--- config.mk ---
export PLATFORM = sky130hd
export DESIGN_NAME = approximate_pattern_window_matcher_unit_flat
export DESIGN_NICKNAME = d
export VERILOG_FILES = /design/src/apwm_pkg.sv /design/src/apwm_channel_if.sv /design/src/apwm_cell.sv /design/src/apwm_score.sv /design/src/apwm_fifo.sv /design/src/approximate_pattern_window_matcher_unit.sv /design/src/flat_wrapper.sv
export SDC_FILE = /design/constraint.sdc
export NUM_CORES = 2
export LEC_CHECK = 0
export BUFFER_PORTS_ARGS = -buffer_cell sky130_fd_sc_hd__buf_2
export CORE_UTILIZATION = 25
export DETAILED_ROUTE_END_ITERATION = 10
export PLACE_DENSITY = 0.41
export SYNTH_ARGS = -nofsm -noshare
export SYNTH_HDL_FRONTEND = slang
export SYNTH_SLANG_ARGS = --single-unit
--- constraint.sdc ---
create_clock -name clk -period 17.9 [get_ports clk]
set_input_delay 3.58 -clock clk [delete_from_list [all_inputs] [get_ports clk]]
set_output_delay 3.58 -clock clk [all_outputs]
set_load 0.01 [all_outputs]
--- src/apwm_pkg.sv ---
package apwm_pkg;

  localparam int PATTERN_MAX = 32;
  localparam int POS_W       = 24;
  localparam int SYM_W       = 8;
  localparam int IDX_W       = 5;
  localparam int LEN_W       = 6;
  localparam int THR_W       = 7;
  localparam int CNT_W       = 6;
  localparam int MASK_W      = 32;
  localparam int FILL_W      = $clog2(PATTERN_MAX + 1);
  localparam int PROD_W      = 12;
  localparam int PERCENT     = 100;

  localparam int CFG_IDX_W   = 1;
  localparam int CFG_DATA_W  = 7;

  localparam logic [THR_W-1:0] THR_RESET = 7'd100;
  localparam logic [LEN_W-1:0] LEN_RESET = 6'd1;

  // output queue
  localparam int FIFO_DEPTH  = 8;
  localparam int FIFO_AW     = $clog2(FIFO_DEPTH);
  localparam int FIFO_CW     = $clog2(FIFO_DEPTH + 1);
  localparam int OCC_W       = FIFO_CW + 1;

  localparam logic ACT_PATTERN = 1'b0;
  localparam logic ACT_SYMBOL  = 1'b1;

  typedef enum logic [CFG_IDX_W-1:0] {
    CFG_THRESHOLD = 1'b0,
    CFG_LENGTH    = 1'b1
  } cfg_reg_t;

  // shared control for the row of compare cells
  typedef struct packed {
    logic             shift;
    logic [SYM_W-1:0] sym;
    logic             sym_valid;
    logic             clear;
  } chain_ctrl_t;

  // one window evaluation launched from the cell row
  typedef struct packed {
    logic             valid;
    logic [POS_W-1:0] start;
    logic             closes;
  } eval_t;

  typedef struct packed {
    logic [POS_W-1:0]  start_position;
    logic [CNT_W-1:0]  match_count;
    logic [MASK_W-1:0] match_mask;
    logic              last_of_run;
  } result_t;

endpackage

--- src/apwm_channel_if.sv ---
interface apwm_in_if;
  logic                        valid;
  logic                        ready;
  logic                        action;
  logic [apwm_pkg::IDX_W-1:0]  pattern_index;
  logic [apwm_pkg::SYM_W-1:0]  symbol;
  logic                        end_of_sequence;

  modport source (output valid, action, pattern_index, symbol, end_of_sequence,
                  input ready);
  modport sink   (input valid, action, pattern_index, symbol, end_of_sequence,
                  output ready);
endinterface

interface apwm_out_if;
  logic                         valid;
  logic                         ready;
  logic [apwm_pkg::POS_W-1:0]   start_position;
  logic [apwm_pkg::CNT_W-1:0]   match_count;
  logic [apwm_pkg::MASK_W-1:0]  match_mask;
  logic                         last_of_run;

  modport source (output valid, start_position, match_count, match_mask, last_of_run,
                  input ready);
  modport sink   (input valid, start_position, match_count, match_mask, last_of_run,
                  output ready);
endinterface

--- src/apwm_cell.sv ---
module apwm_cell (
  input  logic                       clk,
  input  logic                       rst_n,
  input  apwm_pkg::chain_ctrl_t      ctrl,
  input  logic                       inject,
  input  logic                       in_use,
  input  logic                       pat_we,
  input  logic [apwm_pkg::SYM_W-1:0] pat_sym,
  input  logic [apwm_pkg::SYM_W-1:0] nb_sym,
  input  logic                       nb_valid,
  output logic [apwm_pkg::SYM_W-1:0] sym,
  output logic                       valid,
  output logic                       hit
);

  logic [apwm_pkg::SYM_W-1:0] pat_r;
  logic [apwm_pkg::SYM_W-1:0] sym_r, sym_nxt;
  logic                       valid_r, valid_nxt;

  always_comb begin
    sym_nxt   = sym_r;
    valid_nxt = valid_r;
    if (ctrl.shift) begin
      if (inject) begin
        sym_nxt   = ctrl.sym;
        valid_nxt = ctrl.sym_valid;
      end else begin
        // take the neighbor's character; drop stale ones on a fresh sequence
        sym_nxt   = nb_sym;
        valid_nxt = nb_valid & ~ctrl.clear;
      end
    end
  end

  always_ff @(posedge clk) begin
    if (!rst_n) begin
      valid_r <= 1'b0;
    end else begin
      valid_r <= valid_nxt;
    end
  end

  always_ff @(posedge clk) begin
    sym_r <= sym_nxt;
    if (pat_we) begin
      pat_r <= pat_sym;
    end
  end

  assign sym   = sym_r;
  assign valid = valid_r;
  assign hit   = in_use & valid_r & (pat_r == sym_r);

endmodule

--- src/apwm_score.sv ---
module apwm_score (
  input  logic                             clk,
  input  logic                             rst_n,
  input  apwm_pkg::eval_t                  ev,
  input  logic [apwm_pkg::PATTERN_MAX-1:0] hits,
  input  logic [apwm_pkg::PROD_W-1:0]      thr_len,
  output logic                             push,
  output apwm_pkg::result_t                push_word,
  output logic [1:0]                       occ
);

  function automatic logic [apwm_pkg::CNT_W-1:0] popcount(
    input logic [apwm_pkg::PATTERN_MAX-1:0] v
  );
    logic [apwm_pkg::CNT_W-1:0] total;
    logic [3:0]                 part;
    total = '0;
    for (int g = 0; g < apwm_pkg::PATTERN_MAX / 8; g++) begin
      part = '0;
      for (int b = 0; b < 8; b++) begin
        part = part + 4'(v[g*8 + b]);
      end
      total = total + apwm_pkg::CNT_W'(part);
    end
    return total;
  endfunction

  logic                              v1_r, v2_r;
  logic [apwm_pkg::POS_W-1:0]        start1_r, start2_r;
  logic                              closes1_r, closes2_r;
  logic [apwm_pkg::PATTERN_MAX-1:0]  mask1_r, mask2_r;
  logic [apwm_pkg::CNT_W-1:0]        count2_r;

  logic                              pv_r, pv_nxt;
  logic                              pdone_r, pdone_nxt;
  apwm_pkg::result_t                 pword_r, pword_nxt;

  logic [apwm_pkg::PROD_W-1:0]       scaled;
  logic                              pass;

  always_ff @(posedge clk) begin
    if (!rst_n) begin
      v1_r <= 1'b0;
      v2_r <= 1'b0;
    end else begin
      v1_r <= ev.valid;
      v2_r <= v1_r;
    end
  end

  always_ff @(posedge clk) begin
    if (ev.valid) begin
      mask1_r   <= hits;
      start1_r  <= ev.start;
      closes1_r <= ev.closes;
    end
    if (v1_r) begin
      mask2_r   <= mask1_r;
      count2_r  <= popcount(mask1_r);
      start2_r  <= start1_r;
      closes2_r <= closes1_r;
    end
  end

  assign scaled = apwm_pkg::PROD_W'(count2_r) * apwm_pkg::PROD_W'(apwm_pkg::PERCENT);
  assign pass   = v2_r && (scaled >= thr_len);

  // hold the latest passing window until we know whether it ends its run
  assign push = pv_r && (pdone_r || pass);

  always_comb begin
    pv_nxt    = pv_r;
    pdone_nxt = pdone_r;
    pword_nxt = pword_r;
    if (pass) begin
      pv_nxt                   = 1'b1;
      pdone_nxt                = closes2_r;
      pword_nxt.start_position = start2_r;
      pword_nxt.match_count    = count2_r;
      pword_nxt.match_mask     = apwm_pkg::MASK_W'(mask2_r);
      pword_nxt.last_of_run    = 1'b0;
    end else if (push) begin
      pv_nxt = 1'b0;
    end else if (v2_r && closes2_r && pv_r) begin
      pdone_nxt = 1'b1;
    end
  end

  always_ff @(posedge clk) begin
    if (!rst_n) begin
      pv_r    <= 1'b0;
      pdone_r <= 1'b0;
    end else begin
      pv_r    <= pv_nxt;
      pdone_r <= pdone_nxt;
    end
  end

  always_ff @(posedge clk) begin
    pword_r <= pword_nxt;
  end

  always_comb begin
    push_word             = pword_r;
    push_word.last_of_run = pdone_r;
  end

  assign occ = 2'(v1_r) + 2'(v2_r) + 2'(pv_r);

endmodule

--- src/apwm_fifo.sv ---
module apwm_fifo (
  input  logic                         clk,
  input  logic                         rst_n,
  input  logic                         push,
  input  apwm_pkg::result_t            push_word,
  input  logic                         pop_ready,
  output logic                         head_valid,
  output apwm_pkg::result_t            head_word,
  output logic [apwm_pkg::FIFO_CW-1:0] count
);

  apwm_pkg::result_t                 mem_r [apwm_pkg::FIFO_DEPTH];
  logic [apwm_pkg::FIFO_AW-1:0]      wr_r, rd_r;
  logic [apwm_pkg::FIFO_CW-1:0]      cnt_r, cnt_nxt;
  logic                              pop;

  assign head_valid = (cnt_r != '0);
  assign head_word  = mem_r[rd_r];
  assign pop        = head_valid & pop_ready;
  assign count      = cnt_r;

  always_comb begin
    cnt_nxt = cnt_r;
    if (push && !pop) begin
      cnt_nxt = cnt_r + 1'b1;
    end else if (pop && !push) begin
      cnt_nxt = cnt_r - 1'b1;
    end
  end

  always_ff @(posedge clk) begin
    if (!rst_n) begin
      wr_r  <= '0;
      rd_r  <= '0;
      cnt_r <= '0;
    end else begin
      cnt_r <= cnt_nxt;
      if (push) begin
        wr_r <= wr_r + 1'b1;
      end
      if (pop) begin
        rd_r <= rd_r + 1'b1;
      end
    end
  end

  always_ff @(posedge clk) begin
    if (push) begin
      mem_r[wr_r] <= push_word;
    end
  end

endmodule

--- src/approximate_pattern_window_matcher_unit.sv ---
// Approximate pattern matcher over a byte stream. Load the pattern with action 0
// words (one character each, one per cycle while ready), then stream sequence
// characters with action 1. Each pattern position lives in its own compare cell;
// sequence characters march down the row of cells, so each shift of the row lines
// up one window against the pattern, and a start is reported when 100*matches >=
// threshold_percent*pattern_length. Rate: one sequence character per cycle while
// streaming and the queue has room. After the character flagged end_of_sequence,
// the row shifts on without new characters to line up each partial window in turn.
// A write of pattern_length holds off input while the row is realigned from the
// character history. Results leave through an 8-word queue, at most one per cycle,
// after the scoring registers; input also stalls when that queue could overflow.
module approximate_pattern_window_matcher_unit (
  input  logic                            clk,
  input  logic                            rst_n,
  apwm_in_if.sink                         in_ch,
  apwm_out_if.source                      out_ch,
  input  logic                            cfg_we,
  input  logic [apwm_pkg::CFG_IDX_W-1:0]  cfg_index,
  input  logic [apwm_pkg::CFG_DATA_W-1:0] cfg_data
);

  typedef enum logic [2:0] {
    ST_STREAM = 3'b001,
    ST_FLUSH  = 3'b010,
    ST_ALIGN  = 3'b100
  } state_t;

  localparam int PM = apwm_pkg::PATTERN_MAX;

  state_t                           state_r, state_nxt;
  logic [apwm_pkg::THR_W-1:0]       thr_r;
  logic [apwm_pkg::LEN_W-1:0]       len_r;
  logic [apwm_pkg::PROD_W-1:0]      thr_len_r;
  logic [apwm_pkg::POS_W-1:0]       seqpos_r, seqpos_nxt;
  logic [apwm_pkg::FILL_W-1:0]      fill_r, fill_nxt;
  logic [apwm_pkg::LEN_W-1:0]       step_r, step_nxt;
  logic [apwm_pkg::LEN_W-1:0]       skip_r, skip_nxt;
  logic [apwm_pkg::POS_W-1:0]       fstart_r, fstart_nxt;
  logic [apwm_pkg::SYM_W-1:0]       hist_r [PM];
  apwm_pkg::eval_t                  ev_r, ev_nxt;
  apwm_pkg::chain_ctrl_t            ctrl;

  logic [apwm_pkg::LEN_W-1:0]       len_eff, len_m1, top, align_idx;
  logic [apwm_pkg::POS_W-1:0]       seqpos_inc, start0;
  logic [apwm_pkg::FILL_W-1:0]      fill_inc;
  logic                             full, flush_last, align_valid;
  logic                             acc, acc_pat, acc_sym, cfg_len_we;

  logic [apwm_pkg::FIFO_CW-1:0]     fifo_cnt;
  logic [1:0]                       score_occ;
  logic [apwm_pkg::OCC_W-1:0]       occ;
  logic                             credit_ok;

  logic [apwm_pkg::SYM_W-1:0]       cell_sym   [PM];
  logic                             cell_valid [PM];
  logic [PM-1:0]                    hits;

  logic                             push;
  apwm_pkg::result_t                push_word, head_word;

  // effective length: zero acts as one, larger values clamp to the row size
  always_comb begin
    if (len_r == '0) begin
      len_eff = apwm_pkg::LEN_W'(1);
    end else if (len_r > apwm_pkg::LEN_W'(PM)) begin
      len_eff = apwm_pkg::LEN_W'(PM);
    end else begin
      len_eff = len_r;
    end
  end
  assign len_m1 = len_eff - 1'b1;

  assign occ       = apwm_pkg::OCC_W'(fifo_cnt) + apwm_pkg::OCC_W'(ev_r.valid)
                   + apwm_pkg::OCC_W'(score_occ);
  assign credit_ok = (occ < apwm_pkg::OCC_W'(apwm_pkg::FIFO_DEPTH));

  assign in_ch.ready = (state_r == ST_STREAM) && credit_ok;
  assign acc         = in_ch.valid && in_ch.ready;
  assign acc_pat     = acc && (in_ch.action == apwm_pkg::ACT_PATTERN);
  assign acc_sym     = acc && (in_ch.action == apwm_pkg::ACT_SYMBOL);
  assign cfg_len_we  = cfg_we && (cfg_index == apwm_pkg::CFG_LENGTH);

  assign seqpos_inc = seqpos_r + 1'b1;
  assign fill_inc   = (fill_r < apwm_pkg::FILL_W'(PM)) ? fill_r + 1'b1 : fill_r;
  assign full       = (apwm_pkg::LEN_W'(fill_inc) >= len_eff);
  assign top        = full ? len_eff : apwm_pkg::LEN_W'(fill_inc);
  assign start0     = seqpos_inc - apwm_pkg::POS_W'(len_m1);
  assign flush_last = (step_r == len_m1);
  assign align_idx  = len_m1 - step_r;
  assign align_valid = (apwm_pkg::FILL_W'(align_idx) < fill_r);

  always_comb begin
    state_nxt      = state_r;
    seqpos_nxt     = seqpos_r;
    fill_nxt       = fill_r;
    step_nxt       = step_r;
    skip_nxt       = skip_r;
    fstart_nxt     = fstart_r;
    ev_nxt         = '0;
    ctrl           = '0;
    unique case (state_r)
      ST_STREAM: begin
        if (acc_sym) begin
          ctrl.shift     = 1'b1;
          ctrl.sym       = in_ch.symbol;
          ctrl.sym_valid = 1'b1;
          ctrl.clear     = (fill_r == '0);
          seqpos_nxt     = seqpos_inc;
          fill_nxt       = fill_inc;
          ev_nxt.valid   = full;
          ev_nxt.start   = start0;
          ev_nxt.closes  = !in_ch.end_of_sequence || (len_m1 == '0);
          if (in_ch.end_of_sequence) begin
            seqpos_nxt = '0;
            fill_nxt   = '0;
            if (len_m1 != '0) begin
              state_nxt  = ST_FLUSH;
              step_nxt   = apwm_pkg::LEN_W'(1);
              skip_nxt   = len_eff - top;
              fstart_nxt = start0 + 1'b1;
            end
          end
        end
      end
      ST_FLUSH: begin
        // advance the row one place per window, no new character behind it
        if (credit_ok) begin
          ctrl.shift    = 1'b1;
          ev_nxt.valid  = (step_r >= skip_r);
          ev_nxt.start  = fstart_r;
          ev_nxt.closes = flush_last;
          fstart_nxt    = fstart_r + 1'b1;
          step_nxt      = step_r + 1'b1;
          if (flush_last) begin
            state_nxt = ST_STREAM;
          end
        end
      end
      ST_ALIGN: begin
        // refill the row from history, oldest window character first
        ctrl.shift     = 1'b1;
        ctrl.sym       = hist_r[align_idx[apwm_pkg::IDX_W-1:0]];
        ctrl.sym_valid = align_valid;
        step_nxt       = step_r + 1'b1;
        if (flush_last) begin
          state_nxt = ST_STREAM;
        end
      end
      default: begin
        state_nxt = ST_STREAM;
      end
    endcase
    if (cfg_len_we) begin
      state_nxt = ST_ALIGN;
      step_nxt  = '0;
    end
  end

  always_ff @(posedge clk) begin
    if (!rst_n) begin
      state_r  <= ST_STREAM;
      thr_r    <= apwm_pkg::THR_RESET;
      len_r    <= apwm_pkg::LEN_RESET;
      seqpos_r <= '0;
      fill_r   <= '0;
      step_r   <= '0;
      ev_r     <= '0;
    end else begin
      state_r  <= state_nxt;
      seqpos_r <= seqpos_nxt;
      fill_r   <= fill_nxt;
      step_r   <= step_nxt;
      ev_r     <= ev_nxt;
      if (cfg_we && (cfg_index == apwm_pkg::CFG_THRESHOLD)) begin
        thr_r <= cfg_data[apwm_pkg::THR_W-1:0];
      end
      if (cfg_len_we) begin
        len_r <= cfg_data[apwm_pkg::LEN_W-1:0];
      end
    end
  end

  always_ff @(posedge clk) begin
    skip_r    <= skip_nxt;
    fstart_r  <= fstart_nxt;
    thr_len_r <= apwm_pkg::PROD_W'(thr_r) * apwm_pkg::PROD_W'(len_eff);
    if (acc_sym) begin
      hist_r[0] <= in_ch.symbol;
      for (int k = 1; k < PM; k++) begin
        hist_r[k] <= hist_r[k-1];
      end
    end
  end

  for (genvar j = 0; j < PM; j++) begin : g_cell
    logic [apwm_pkg::SYM_W-1:0] nb_sym;
    logic                       nb_valid;
    if (j == PM - 1) begin : g_end
      assign nb_sym   = '0;
      assign nb_valid = 1'b0;
    end else begin : g_mid
      assign nb_sym   = cell_sym[j+1];
      assign nb_valid = cell_valid[j+1];
    end
    apwm_cell u_cell (
      .clk      (clk),
      .rst_n    (rst_n),
      .ctrl     (ctrl),
      .inject   (len_m1 == apwm_pkg::LEN_W'(j)),
      .in_use   (apwm_pkg::LEN_W'(j) < len_eff),
      .pat_we   (acc_pat && (in_ch.pattern_index == apwm_pkg::IDX_W'(j))),
      .pat_sym  (in_ch.symbol),
      .nb_sym   (nb_sym),
      .nb_valid (nb_valid),
      .sym      (cell_sym[j]),
      .valid    (cell_valid[j]),
      .hit      (hits[j])
    );
  end

  apwm_score u_score (
    .clk       (clk),
    .rst_n     (rst_n),
    .ev        (ev_r),
    .hits      (hits),
    .thr_len   (thr_len_r),
    .push      (push),
    .push_word (push_word),
    .occ       (score_occ)
  );

  apwm_fifo u_fifo (
    .clk        (clk),
    .rst_n      (rst_n),
    .push       (push),
    .push_word  (push_word),
    .pop_ready  (out_ch.ready),
    .head_valid (out_ch.valid),
    .head_word  (head_word),
    .count      (fifo_cnt)
  );

  assign out_ch.start_position = head_word.start_position;
  assign out_ch.match_count    = head_word.match_count;
  assign out_ch.match_mask     = head_word.match_mask;
  assign out_ch.last_of_run    = head_word.last_of_run;

endmodule

--- src/flat_wrapper.sv ---
// flat-port wrapper written by rule: the top's interface ports become plain ports
module approximate_pattern_window_matcher_unit_flat 
  (clk, rst_n, cfg_we, cfg_index, cfg_data, in_ch_valid, in_ch_action, in_ch_pattern_index, in_ch_symbol, in_ch_end_of_sequence, in_ch_ready, out_ch_valid, out_ch_start_position, out_ch_match_count, out_ch_match_mask, out_ch_last_of_run, out_ch_ready);
  apwm_in_if in_ch_i ();
  apwm_out_if out_ch_i ();
  input  logic clk;
  input  logic rst_n;
  input  logic cfg_we;
  input  logic [apwm_pkg::CFG_IDX_W-1:0] cfg_index;
  input  logic [apwm_pkg::CFG_DATA_W-1:0] cfg_data;
  input wire logic [$bits(in_ch_i.valid)-1:0] in_ch_valid;
  input wire logic [$bits(in_ch_i.action)-1:0] in_ch_action;
  input wire logic [$bits(in_ch_i.pattern_index)-1:0] in_ch_pattern_index;
  input wire logic [$bits(in_ch_i.symbol)-1:0] in_ch_symbol;
  input wire logic [$bits(in_ch_i.end_of_sequence)-1:0] in_ch_end_of_sequence;
  output wire logic [$bits(in_ch_i.ready)-1:0] in_ch_ready;
  output wire logic [$bits(out_ch_i.valid)-1:0] out_ch_valid;
  output wire logic [$bits(out_ch_i.start_position)-1:0] out_ch_start_position;
  output wire logic [$bits(out_ch_i.match_count)-1:0] out_ch_match_count;
  output wire logic [$bits(out_ch_i.match_mask)-1:0] out_ch_match_mask;
  output wire logic [$bits(out_ch_i.last_of_run)-1:0] out_ch_last_of_run;
  input wire logic [$bits(out_ch_i.ready)-1:0] out_ch_ready;
  assign in_ch_i.valid = in_ch_valid;
  assign in_ch_i.action = in_ch_action;
  assign in_ch_i.pattern_index = in_ch_pattern_index;
  assign in_ch_i.symbol = in_ch_symbol;
  assign in_ch_i.end_of_sequence = in_ch_end_of_sequence;
  assign in_ch_ready = in_ch_i.ready;
  assign out_ch_valid = out_ch_i.valid;
  assign out_ch_start_position = out_ch_i.start_position;
  assign out_ch_match_count = out_ch_i.match_count;
  assign out_ch_match_mask = out_ch_i.match_mask;
  assign out_ch_last_of_run = out_ch_i.last_of_run;
  assign out_ch_i.ready = out_ch_ready;
  approximate_pattern_window_matcher_unit u_core (.clk(clk), .rst_n(rst_n), .in_ch(in_ch_i), .out_ch(out_ch_i), .cfg_we(cfg_we), .cfg_index(cfg_index), .cfg_data(cfg_data));
endmodule
# Word-level counts from Yosys, hierarchy flattened
# Memories as Yosys holds them, arrays and structs flattened. A register that Yosys moved wholly into a read port is not among the register bits.
# Cells that the tools add are included.
# word_totals
word_cells	599
register_bits	860
mem_bits_rw	760
n_memories	2
# op_classes
bitwise	100
mul	2
n_eq_ne	107
addsub	48
mux	107
n_lt_le_gt_ge	39
reduce_logical	68
# memory_table
name	words	word_bits	rd	rd_clocked_by_memory_dff	wr	line_no	text
u_core.u_fifo.mem_r	8	63	1	1	1	apwm_fifo.sv:12	apwm_pkg::result_t mem_r [apwm_pkg::FIFO_DEPTH];
u_core.hist_r	32	8	32	0	32	approximate_pattern_window_matcher_unit.sv:39	logic [apwm_pkg::SYM_W-1:0] hist_r [PM];
# op_table
cell	n
$eq 8x8->1	32
$mux 8	31
$mux 24	5
$and 1x1->1	96
$eq 6x5->1 const B	16
$lt 5x6->1 const A	16
$eq 5x5->1 const B	16
$add 24x1->24 const B	3
$add 4x1->4	16
$mux 6	9
$mux 26	2
$pmux 26 s2	1
$eq 6x4->1 const B	8
$lt 4x6->1 const A	8
$pmux 24 s2	1
$logic_and 1x1->1	44
$mux 1	43
$eq 5x4->1 const B	8
$eq 6x3->1 const B	4
$lt 3x6->1 const A	4
$mux 3	8
$sub 24x6->24	1
$eq 5x3->1 const B	4
$logic_not 6->1	3
55 further kinds	92

# Depth between registers and ports, before layout
# logic_depth
depth_word	12
depth_mapped	23
mapped_depth_nobuf	22

# Cells and area by module
# Synthesis repeated with hierarchy kept, for this count alone.
# hier_totals
cells_unflattened	4068
area_unflattened_um2	69002.4
# modules_own_cells
mod	n_inst	cells_each	area_each_um2
apwm_cell	32	42	720.7
apwm_fifo	1	797	19543.7
approximate_pattern_window_matcher_unit	1	1563	19232.2
apwm_score	1	364	7164.4

# Worst setup path after synthesis
# Ideal clock, no wire load.
# synth_timing
path_kind	input-to-reg
from	in in_ch_action
to	reg u_core.g_cell[0].u_cell.sym_r (netlist bit u_core.g_cell[0].u_cell.sym[0]), enable pin
n_path_buf	2
cell_stages	6
arrival_time_ns	11.587
t_required_ns	17.180
slack_ns	5.594
cell_sequence	nand3_1 -> clkinv_1 -> clkbuf_1 -> nor3_1 -> inv_1 -> clkbuf_1
# synth_rtl
element	line_no	text
start: declaration	flat_wrapper.sv:12	input wire logic [$bits(in_ch_i.action)-1:0] in_ch_action;
end signal: assignment	apwm_cell.sv:44	sym_r <= sym_nxt;
end: declaration	apwm_cell.sv:17	logic [apwm_pkg::SYM_W-1:0] sym_r, sym_nxt;

==> results by group <==
Die
  • Core outline area: 269000 sq um
  • Width of the die: ~520 um
  • Die outline area: 274000 sq um
  • Initial Utilization: about a quarter
  • Chip height: 523 um
  • Top-level I/O count: 93
  • Number of standard-cell rows in the floorplan: 190

GRT
  • Grt total ovfl: 0
  • Number of antenna violations at the first check in global routing: 22
  • Number of global-route vias before repair: 37.5k
  • Global-route total usage across every layer: between 10% and 20%
  • Largest net degree at the start of global routing: ~160
  • Global-route wire length before repair: 259000 um

Power and ir drop
  • Sequential share of power: a little under half
  • Power consumption: 9.45 mW
  • Worst vdd ir: 0.0777 mV
  • Total leakage power: 25.6 nW
  • Cell area power density: 120 nW/um^2
  • Internal power of the cells: 7.05 mW
  • Switching power summed over all nets: 2.40 mW
  • Logic gate share of total power: around 13%
  • Switching Share: between 20% and 30%
  • Part of the total power dissipated in the clock network: 40.0%

Critical path
  • Max FO, Critical Path: between 40 and 50
  • CP bufs+invs: 4
  • Cell depth of the worst setup path: 6
  • Category of the worst setup path launch point: flop
  • Critical Path Sink Type: output port
  • Arrival time worst endpoint: 4.73 ns
  • Delay of the slowest cell on the worst path: 0.79 ns
  • Cell repeated most along the worst path: sky130_fd_sc_hd__buf_4
  • Slowest stage cell, crit path: sky130_fd_sc_hd__buf_4
  • Path type of the worst setup path: flop to output port
  • Worst path required time: 14.32 ns
  • Chain of cells forming the critical path: buf_4, buf_4, buf_4, mux4_2, mux2_2, buf_2
  • Family of cells with the greatest summed delay on the critical path: buffers and inverters
  • Worst-case reg-to-reg path depth: 15

Synthesis
  • Syn_nets: 4513
  • Synthesized cell area: just under 70000 sq um
  • Number of flops mapped to enable cells by yosys: 1484
  • Post-synthesis register bit count: 1623
  • Leading post-synthesis cells by cell area: sky130_fd_sc_hd__edfxtp_1 (66%), sky130_fd_sc_hd__mux4_2 (6.8%), sky130_fd_sc_hd__dfxtp_1 (4.1%)
  • Share of flip-flops with an asynchronous set or reset after synthesis: 0%
  • Synthesized instance count: 4328
  • Number of distinct standard cells referenced by the synthesized netlist: 77
  • Mean instance size in the synthesized netlist: 15.7 sq um
  • Predominant post-synthesis flop cell: sky130_fd_sc_hd__edfxtp_1
  • Part of the Yosys area used for sequential elements: 69.7%
  • Yosys top cell area share: 65.6%
  • Synth area leader: sky130_fd_sc_hd__edfxtp_1
  • Yosys warning count: 0

CTS
  • Clk_lat worst skew: 0.83 ns
  • Post-CTS Setup Repair Bufs: 0
  • Clock net sink count: 1623
  • Post-cts repair resize count: 0
  • Clock transition at the registers of the reported paths: 0.06 ns
  • Total of hold buffers inserted after clock tree synthesis: 0
  • CTS Root Cell: sky130_fd_sc_hd__clkbuf_16
  • Clock H-tree levels: 4
  • Maximum clock insertion buffer count: 3
  • Number of buffers created by CTS: about 180
  • Clock tree from TritonCTS: done

Layout
  • Final Core Density: 29.4%
  • Final-stage net count: around 4.7k
  • Area grow syn2layout: 16.5%
  • Proportion of layout cells with a drive suffix above 1: ~17%

Timing
  • Fin. Hold Viols: 0
  • Least-Margin Pin Slew: between 1 and 1.5 ns
  • Final critical path time including I/O delays and setup: 8.31 ns
  • Worst clock skew: 0.0352 ns
  • Final Max Slew Viols: 0
  • Headroom to the max-slew limit: between 10% and 20%
  • Final worst-path cycle share: approximately 46%
  • Sum Neg Setup Slack: 0 ns
  • Final count of negative-setup-slack endpoints: 0
  • PnR worst setup slack: 9.59 ns
  • Worst hold slack: 0.399 ns
  • FMAX: approximately 120 MHz
  • RSZ-0062 raised after global routing: no

Route
  • Via/cell ratio: between 4 and 5
  • Count of vias placed by the detailed router: 36.3k
  • Remaining antenna violation count: 0
  • Wirelength, routed: 175000 um
  • Wirelength per Cell: 21.4 um
  • First DRT Iteration DRCs: 2744
  • Remaining design rule violation count: 0
  • DRT Pass-1 Iters: 6

Placement
  • RD Place Congestion: 0.766
  • Pre-CTS setup slack: 10.23 ns
  • Half-perimeter wire length of the detailed placement result: 108000 um
  • IO Port Bufs: around 90

Status
  • Status: completed

Worst hold path
  • Worst hold stages: 0
  • Class of the tightest hold or removal check: flop to flop

Job
  • Max_cap viols: 0
worst paths after layout:
path,startpoint,to,slack [ns]
max,flop,out_ch_match_mask[9],9.59
min,u_core.ev_r[6],u_core.u_score.start1_r[5],0.40
max reg2reg,u_core.u_score.v1_r,u_core.g_cell[0].u_cell.valid,11.03
min reg2reg,u_core.ev_r[6],u_core.u_score.start1_r[5],0.40
stage by stage:
| stage | instances | area, sq um |
|---|---|---|
| global route | 8197 | 79100 |
| finish | 8201 | 79100 |
| CTS | 8195 | 79100 |
| floorplan | 4328 | 67900 |
| detailed placement | 7856 | 73000 |
| global placement | 7856 | 73000 |
state kept, by name, indices dropped and copies added (netlist names), 7 cells and up, named ones only:
name,count
u_core.ev_r,26
u_core.fstart_r,24
u_core.g_cell.u_cell.pat_r,256
u_core.g_cell.u_cell.sym,256
u_core.g_cell.u_cell.valid,32
u_core.hist_r,256
u_core.seqpos_r,24
u_core.thr_len_r,12
u_core.thr_r,7
u_core.u_fifo.mem_r,504
u_core.u_score.mask1_r,32
u_core.u_score.mask2_r,32
u_core.u_score.push_word,62
u_core.u_score.start1_r,24
u_core.u_score.start2_r,24
final cells by class:
| class | instances | area [sq um] |
|---|---|---|
| timing repair buffer | 171 | 1070 |
| clock inverter | 107 | 1190 |
| multi-input combinational | 2379 | 19600 |
| fill | 27000 | 190000 |
| sequential | 1623 | 47400 |
| antenna | 6 | 15.0 |
| clock buffer | 232 | 4890 |
| tap | 3552 | 4440 |
| inverter | 131 | 507 |
Yosys cell counts (all sizes together), types with 5 or more instances:
cell	number
fa	50
xnor2	252
nand2	291
a21o	22
nor2b	53
and2	42
a22oi	14
nor2	275
mux2	65
or3	15
inv	129
and4	5
a31oi	11
mux2i	25
xor2	113
o31ai	5
edfxtp	1484
and3	7
or2	6
a32oi	6
buf	36
a21oi	241
o21a	8
nor3	46
o2111ai	8
o21ai	172
o211ai	22
a2111oi	6
nand3	80
o21bai	7
a21boi	19
clkbuf	159
nor3b	13
o211a	18
ha	107
mux4	206
dfxtp	139
nand2b	19
nor4	39
a211oi	25
nand4	47
layer usage:
| metal | track usage (%) | part of all wire (%) |
|---|---|---|
| met1 | 17.8 | 47 |
| met4 | 3.66 | 2.4 |
| met5 | 0 | 0.015 |
| met3 | 2.07 | 4.3 |
| met2 | 20.4 | 46 |
cell usage in the layout, fill, tap and decap left out, types with 127 or more instances in the layout:
cell type                   instances
sky130_fd_sc_hd__inv_1            127
sky130_fd_sc_hd__edfxtp_1        1484
sky130_fd_sc_hd__mux4_2           206
sky130_fd_sc_hd__xnor2_1          249
sky130_fd_sc_hd__clkbuf_16        187
sky130_fd_sc_hd__a21oi_1          231
sky130_fd_sc_hd__nor2_1           273
sky130_fd_sc_hd__o21ai_0          171
sky130_fd_sc_hd__nand2_1          290
sky130_fd_sc_hd__dfxtp_1          134
kinds of logic after synthesis:
family          synth area share [%]
simple gates                    6.60
other cells                  0.00552
mux                             8.28
buf+inv                         1.83
xor+xnor                        4.71
flops                           69.7
compound gates                  5.37
fa+ha+maj                       3.48
power groups by stage:
stage / registers, mW / clock network [mW] / logic, mW
2_1_floorplan: 4.54 / 0 / 0.853
3_3_place_gp: 4.54 / 0 / 1.24
3_5_place_dp: 4.54 / 0 / 1.25
4_1_cts: 4.46 / 3.91 / 1.25
5_1_grt: 4.48 / 4.05 / 1.34
6_report: 4.46 / 3.78 / 1.21
Note: power is estimated with default switching activity, not from simulation.
